$ cat src/design/cpd_mulsh.sv
// two-stage signed multiply with truncation toward zero, as magnitude and sign
`timescale 1ns / 1ps
module cpd_mulsh #(
  parameter int AW = 32,
  parameter int BW = 32,
  parameter int SH = 32,
  parameter int MW = 32
) (
  input  logic                 clk,
  input  logic                 en,
  input  logic signed [AW-1:0] a,
  input  logic signed [BW-1:0] b,
  output logic [MW-1:0]        mag,
  output logic                 neg
);
  localparam int AL = AW / 2;
  localparam int AH = AW - AL;
  localparam int BL = BW / 2;
  localparam int BH = BW - BL;
  localparam int PW = AW + BW;

  logic [AW-1:0]      ma;
  logic [BW-1:0]      mb;
  logic [AL+BL-1:0]   p_ll;
  logic [AL+BH-1:0]   p_lh;
  logic [AH+BL-1:0]   p_hl;
  logic [AH+BH-1:0]   p_hh;
  logic               s_neg;
  logic [PW-1:0]      sum;

  assign ma = a[AW-1] ? $unsigned(-a) : $unsigned(a);
  assign mb = b[BW-1] ? $unsigned(-b) : $unsigned(b);

  // split into four partial products
  always_ff @(posedge clk) begin
    if (en) begin
      p_ll  <= ma[AL-1:0] * mb[BL-1:0];
      p_lh  <= ma[AL-1:0] * mb[BW-1:BL];
      p_hl  <= ma[AW-1:AL] * mb[BL-1:0];
      p_hh  <= ma[AW-1:AL] * mb[BW-1:BL];
      s_neg <= a[AW-1] ^ b[BW-1];
    end
  end

  assign sum = PW'(p_ll) + (PW'(p_lh) << BL) + (PW'(p_hl) << AL) + (PW'(p_hh) << (AL + BL));

  always_ff @(posedge clk) begin
    if (en) begin
      mag <= MW'(sum >> SH);
      neg <= s_neg;
    end
  end
endmodule

$ cat config.mk
export PLATFORM = sky130hd
export DESIGN_NAME = cpd_mulsh
export DESIGN_NICKNAME = d
export VERILOG_FILES = /design/src/design/cpd_mulsh.sv
export SDC_FILE = /design/constraint.sdc
export NUM_CORES = 2
export LEC_CHECK = 0
export ABC_AREA = 1
export BUFFER_PORTS_ARGS = -buffer_cell sky130_fd_sc_hd__buf_2
export CAP_MARGIN = 20
export CORE_MARGIN = 4
export CORE_UTILIZATION = 70
export DETAILED_ROUTE_END_ITERATION = 8
export HOLD_SLACK_MARGIN = 0.03
export PLACE_DENSITY = 0.95
export RECOVER_POWER = 25
export SKIP_CTS_REPAIR_TIMING = 1
export SLEW_MARGIN = 25
export SYNTH_ARGS = -nofsm -noshare
export SYNTH_HDL_FRONTEND = slang
export SYNTH_SLANG_ARGS = --single-unit
$ cat constraint.sdc
create_clock -name clk -period 16.19 [get_ports clk]
set_input_delay 0.8095 -clock clk [delete_from_list [all_inputs] [get_ports clk]]
set_output_delay 0.8095 -clock clk [all_outputs]
set_load 0.02 [all_outputs]
==> summary.md <==
| Metric | Value |
|---|---|
| Met1 wire length | `52800 microns` |
| Critical Path RT | `16370 ps` |
| Routability Congestion | `1.12` |
| Final routed wire length divided by cell count | `23.5 microns` |
| Max Used Layer | `met5` |
| Area of the mapped netlist | `44100 sq um` |
| Period minus WS final | `8910 ps` |
| Max clock buf depth | `2` |
| Total via count after detailed routing | `39800` |
| Clk_lat worst skew | `450 ps` |
| Clk pin slew, worst setup/hold paths | `60 ps` |
| Number of DRC violations after detailed routing | `1` |
| Die X-Extent | `259 microns` |
| Utilization after layout | `74.0%` |
| Failing checks | `design-rule violations, max-capacitance violations, max-slew violations` |
| Number of synthesized flops with an enable pin | `146` |
| Pin count of the biggest net entering global routing | `78` |
| Synth Flop Type | `sky130_fd_sc_hd__edfxtp_1` |
| Root cell of the clock tree | `sky130_fd_sc_hd__clkbuf_16` |
| Status | `finished, violations left` |
| Critical Path Start Type | `input pin` |
| Reg-to-Reg End | `mag[21]` |
| Inserted Clock Buffers | `17` |
| Share of the cycle needed by the critical path after routing | `55.0%` |
| Class of the tightest hold or removal check | `register to register` |
| Router iterations before antenna repair | `9` |
| Setup repair after global routing missed its margin | `no` |
| Post-synthesis cell type count | `49` |
| Number of fillers in the final layout | `4718` |
| Area of the multi-input gates | `34200 sq um` |
| Number of design-rule violations left by the first detailed-router iteration | `5254` |
| Worst reg-to-reg setup slack | `13140 ps` |
| Yosys synthesis warning count | `0` |
| Worst-Margin Slew | `3780 ps` |
| R2R cell count | `11` |
| Crit. End Element | `register` |
| Hold Crit Depth | `0` |
| Min-Delay Startpoint | `s_neg` |
| Total wire length | `153000 microns` |
| Worst Path Arrival | `9090 ps` |
| Slowest CP cell | `sky130_fd_sc_hd__inv_1` |
| Max Transition Viols Final | `71` |
| Post-route setup TNS | `0 ps` |
| Number of global-route vias before repair | `41300` |
| Initial antenna violation count | `11` |
| Setup violations, final | `0` |
| Hold Violations, Final | `0` |
| Num ports | `99` |
| Count of maximum capacitance violations | `1` |
| Worst stage delay on the critical path | `1000 ps` |
| HPWL Detailed | `120000 microns` |
| Upper clock frequency limit | `112 MHz` |
| Drt via density | `6.14` |
| Initial cell density of the core | `71.1%` |
| FF+latch count, synth | `146` |
| GRT Resource Usage Total | `46.2%` |
| Level count of the clock H-tree | `4` |
| Fraction of layout instances using a drive strength above 1 | `4.09%` |
| Port-buffer cells | `98` |
| Syn-to-layout area delta | `4.10%` |
| Rows | `91` |
| Startpoint-to-endpoint class of the critical path | `input pin to register` |
| Min-Delay Endpoint | `neg` |
| Share of synthesized registers carrying an async set or reset | `0%` |
| Syn Inst Count | `5636` |
| Syn Area/Cell | `7.82 sq um` |
| Sequential fraction of the synthesis area | `9.94%` |
| Footprint of the flip-flops and latches | `4380 sq um` |
| Max FO, Critical Path | `20` |
| Worst-case clock skew | `20.8 ps` |
| Post-synthesis net count | `6955` |
| Reg2reg start | `p_ll[27]` |
| Core area | `62100 sq um` |
| Total instance count after detailed placement | `6458` |
| Amount of wire on met2 after detailed routing | `61900 microns` |
| Final ANT Viol Nets | `0` |
| Total length of routed met3 wires | `25900 microns` |
| TritonCTS Sinks | `146` |
| Layout net count | `6960` |
| Wire length of the first global-routing pass | `234000 microns` |
| Die Area | `67100 sq um` |
| Overall overflow remaining after global route | `0` |
| Rel. slew slack | `-152%` |
| Height of the die | `259 microns` |
| CTS tree | `yes` |
| Count of placed standard cells in the final layout, fillers left out | `6494` |
## cell usage after synthesis (5+ instances only)
master	count	area (sq um)
sky130_fd_sc_hd__nand2_1	1276	4790
sky130_fd_sc_hd__inv_1	1256	4710
sky130_fd_sc_hd__fa_1	806	16100
sky130_fd_sc_hd__nor2_1	689	2590
sky130_fd_sc_hd__ha_1	447	5590
sky130_fd_sc_hd__a21oi_1	193	966
sky130_fd_sc_hd__edfxtp_1	146	4380
sky130_fd_sc_hd__nand3_1	145	726
sky130_fd_sc_hd__o21ai_0	125	626
sky130_fd_sc_hd__xor2_1	88	771
sky130_fd_sc_hd__buf_2	87	435
sky130_fd_sc_hd__clkbuf_1	62	233
sky130_fd_sc_hd__nor3_1	56	280
sky130_fd_sc_hd__nand4_1	40	250
sky130_fd_sc_hd__xnor2_1	34	298
sky130_fd_sc_hd__a21o_1	19	143
sky130_fd_sc_hd__o21bai_1	17	128
sky130_fd_sc_hd__inv_2	14	52.6
sky130_fd_sc_hd__a31oi_1	12	75.1
sky130_fd_sc_hd__nand3b_1	12	90.1
sky130_fd_sc_hd__nor4_1	12	75.1
sky130_fd_sc_hd__a21boi_0	8	60.1
sky130_fd_sc_hd__buf_4	8	60.1
sky130_fd_sc_hd__o21ai_1	7	35.0
sky130_fd_sc_hd__or2_2	7	43.8
sky130_fd_sc_hd__buf_6	6	67.6
sky130_fd_sc_hd__clkinv_1	6	22.5
sky130_fd_sc_hd__nand2_2	6	37.5
sky130_fd_sc_hd__nor2_2	6	37.5
sky130_fd_sc_hd__buf_1	5	18.8
sky130_fd_sc_hd__o21a_1	5	37.5
## cells in the final DEF (no fill, tap or decap), drive strengths merged
master / instances
nand2: 1283
inv: 1275
fa: 806
nor2: 697
ha: 447
a21oi: 193
nand3: 149
edfxtp: 146
buf: 142
o21ai: 136
xor2: 90
nor3: 57
nand4: 40
xnor2: 35
clkbuf: 30
a21o: 19
o21bai: 17
a31oi: 12
nand3b: 12
nor4: 12
clkinv: 12
a21boi: 8
or2: 8
o21a: 5
and2: 4
o211ai: 4
clkinvlp: 4
diode: 3
or3: 3
o31ai: 3
o311ai: 1
a211o: 1
nand2b: 1
a31o: 1
bufinv: 1
## sequential cells by signal, indices dropped and copies added (netlist names)
name,count
s_neg,1
mag,32
neg,1
p_lh,32
p_hh,32
p_ll,16
p_hl,32
## kinds of logic after synthesis
family,after synthesis,share of synthesized area [%]
flops,146,9.94
compound gates,400,4.98
simple gates,2266,20.5
xor+xnor,125,2.53
buf+inv,1446,12.7
fa+ha+maj,1253,49.3
## worst max path at each step
stage               startpoint        to  slack [ps]
floorplan                 b[0]  p_ll[27]        9030
global placement          b[0]  p_hl[27]        7450
detailed placement        b[0]  p_hl[27]        7180
CTS                       b[0]  p_hl[27]        7680
global route              b[0]  p_hl[27]        7080
finish                    b[0]  p_hl[28]        7280
## metal layers
layer  up-vias  track usage, %
met5         -               0
met4        14            26.5
met3       826            20.3
met2      3213            66.8
met1     18900            58.2
li1      16900               -
## layout make-up
cell class / count / area share (%)
clock buffers: 18 / 0.935
multi-input cells: 4044 / 74.5
well taps: 837 / 2.28
diodes: 3 / 0.0164
clock inverters: 14 / 0.283
inverters: 1278 / 10.5
repair buffers: 154 / 2.01
flip-flops and latches: 146 / 9.55
## critical path: cells and delay by family
family	cells	cell delay [ps]
buffers and inverters	7	2050
and+or+nand+nor	10	1470
AOI/OAI and AO/OA	4	890
adders and majority gates	8	3830
## stage by stage
| step | area (sq um) | hold slack, ps | setup WS (ps) |
|---|---|---|---|
| floorplan | 44100 | 400 | 9030 |
| global placement | 45300 | 438 | 7450 |
| detailed placement | 45300 | 434 | 7180 |
| CTS | 45900 | 446 | 7680 |
| global route | 45900 | 465 | 7080 |
| finish | 45900 | 450 | 7280 |
Power is not shown: default switching activity piles up to over one toggle a cycle in this logic, so the estimate is an artifact.
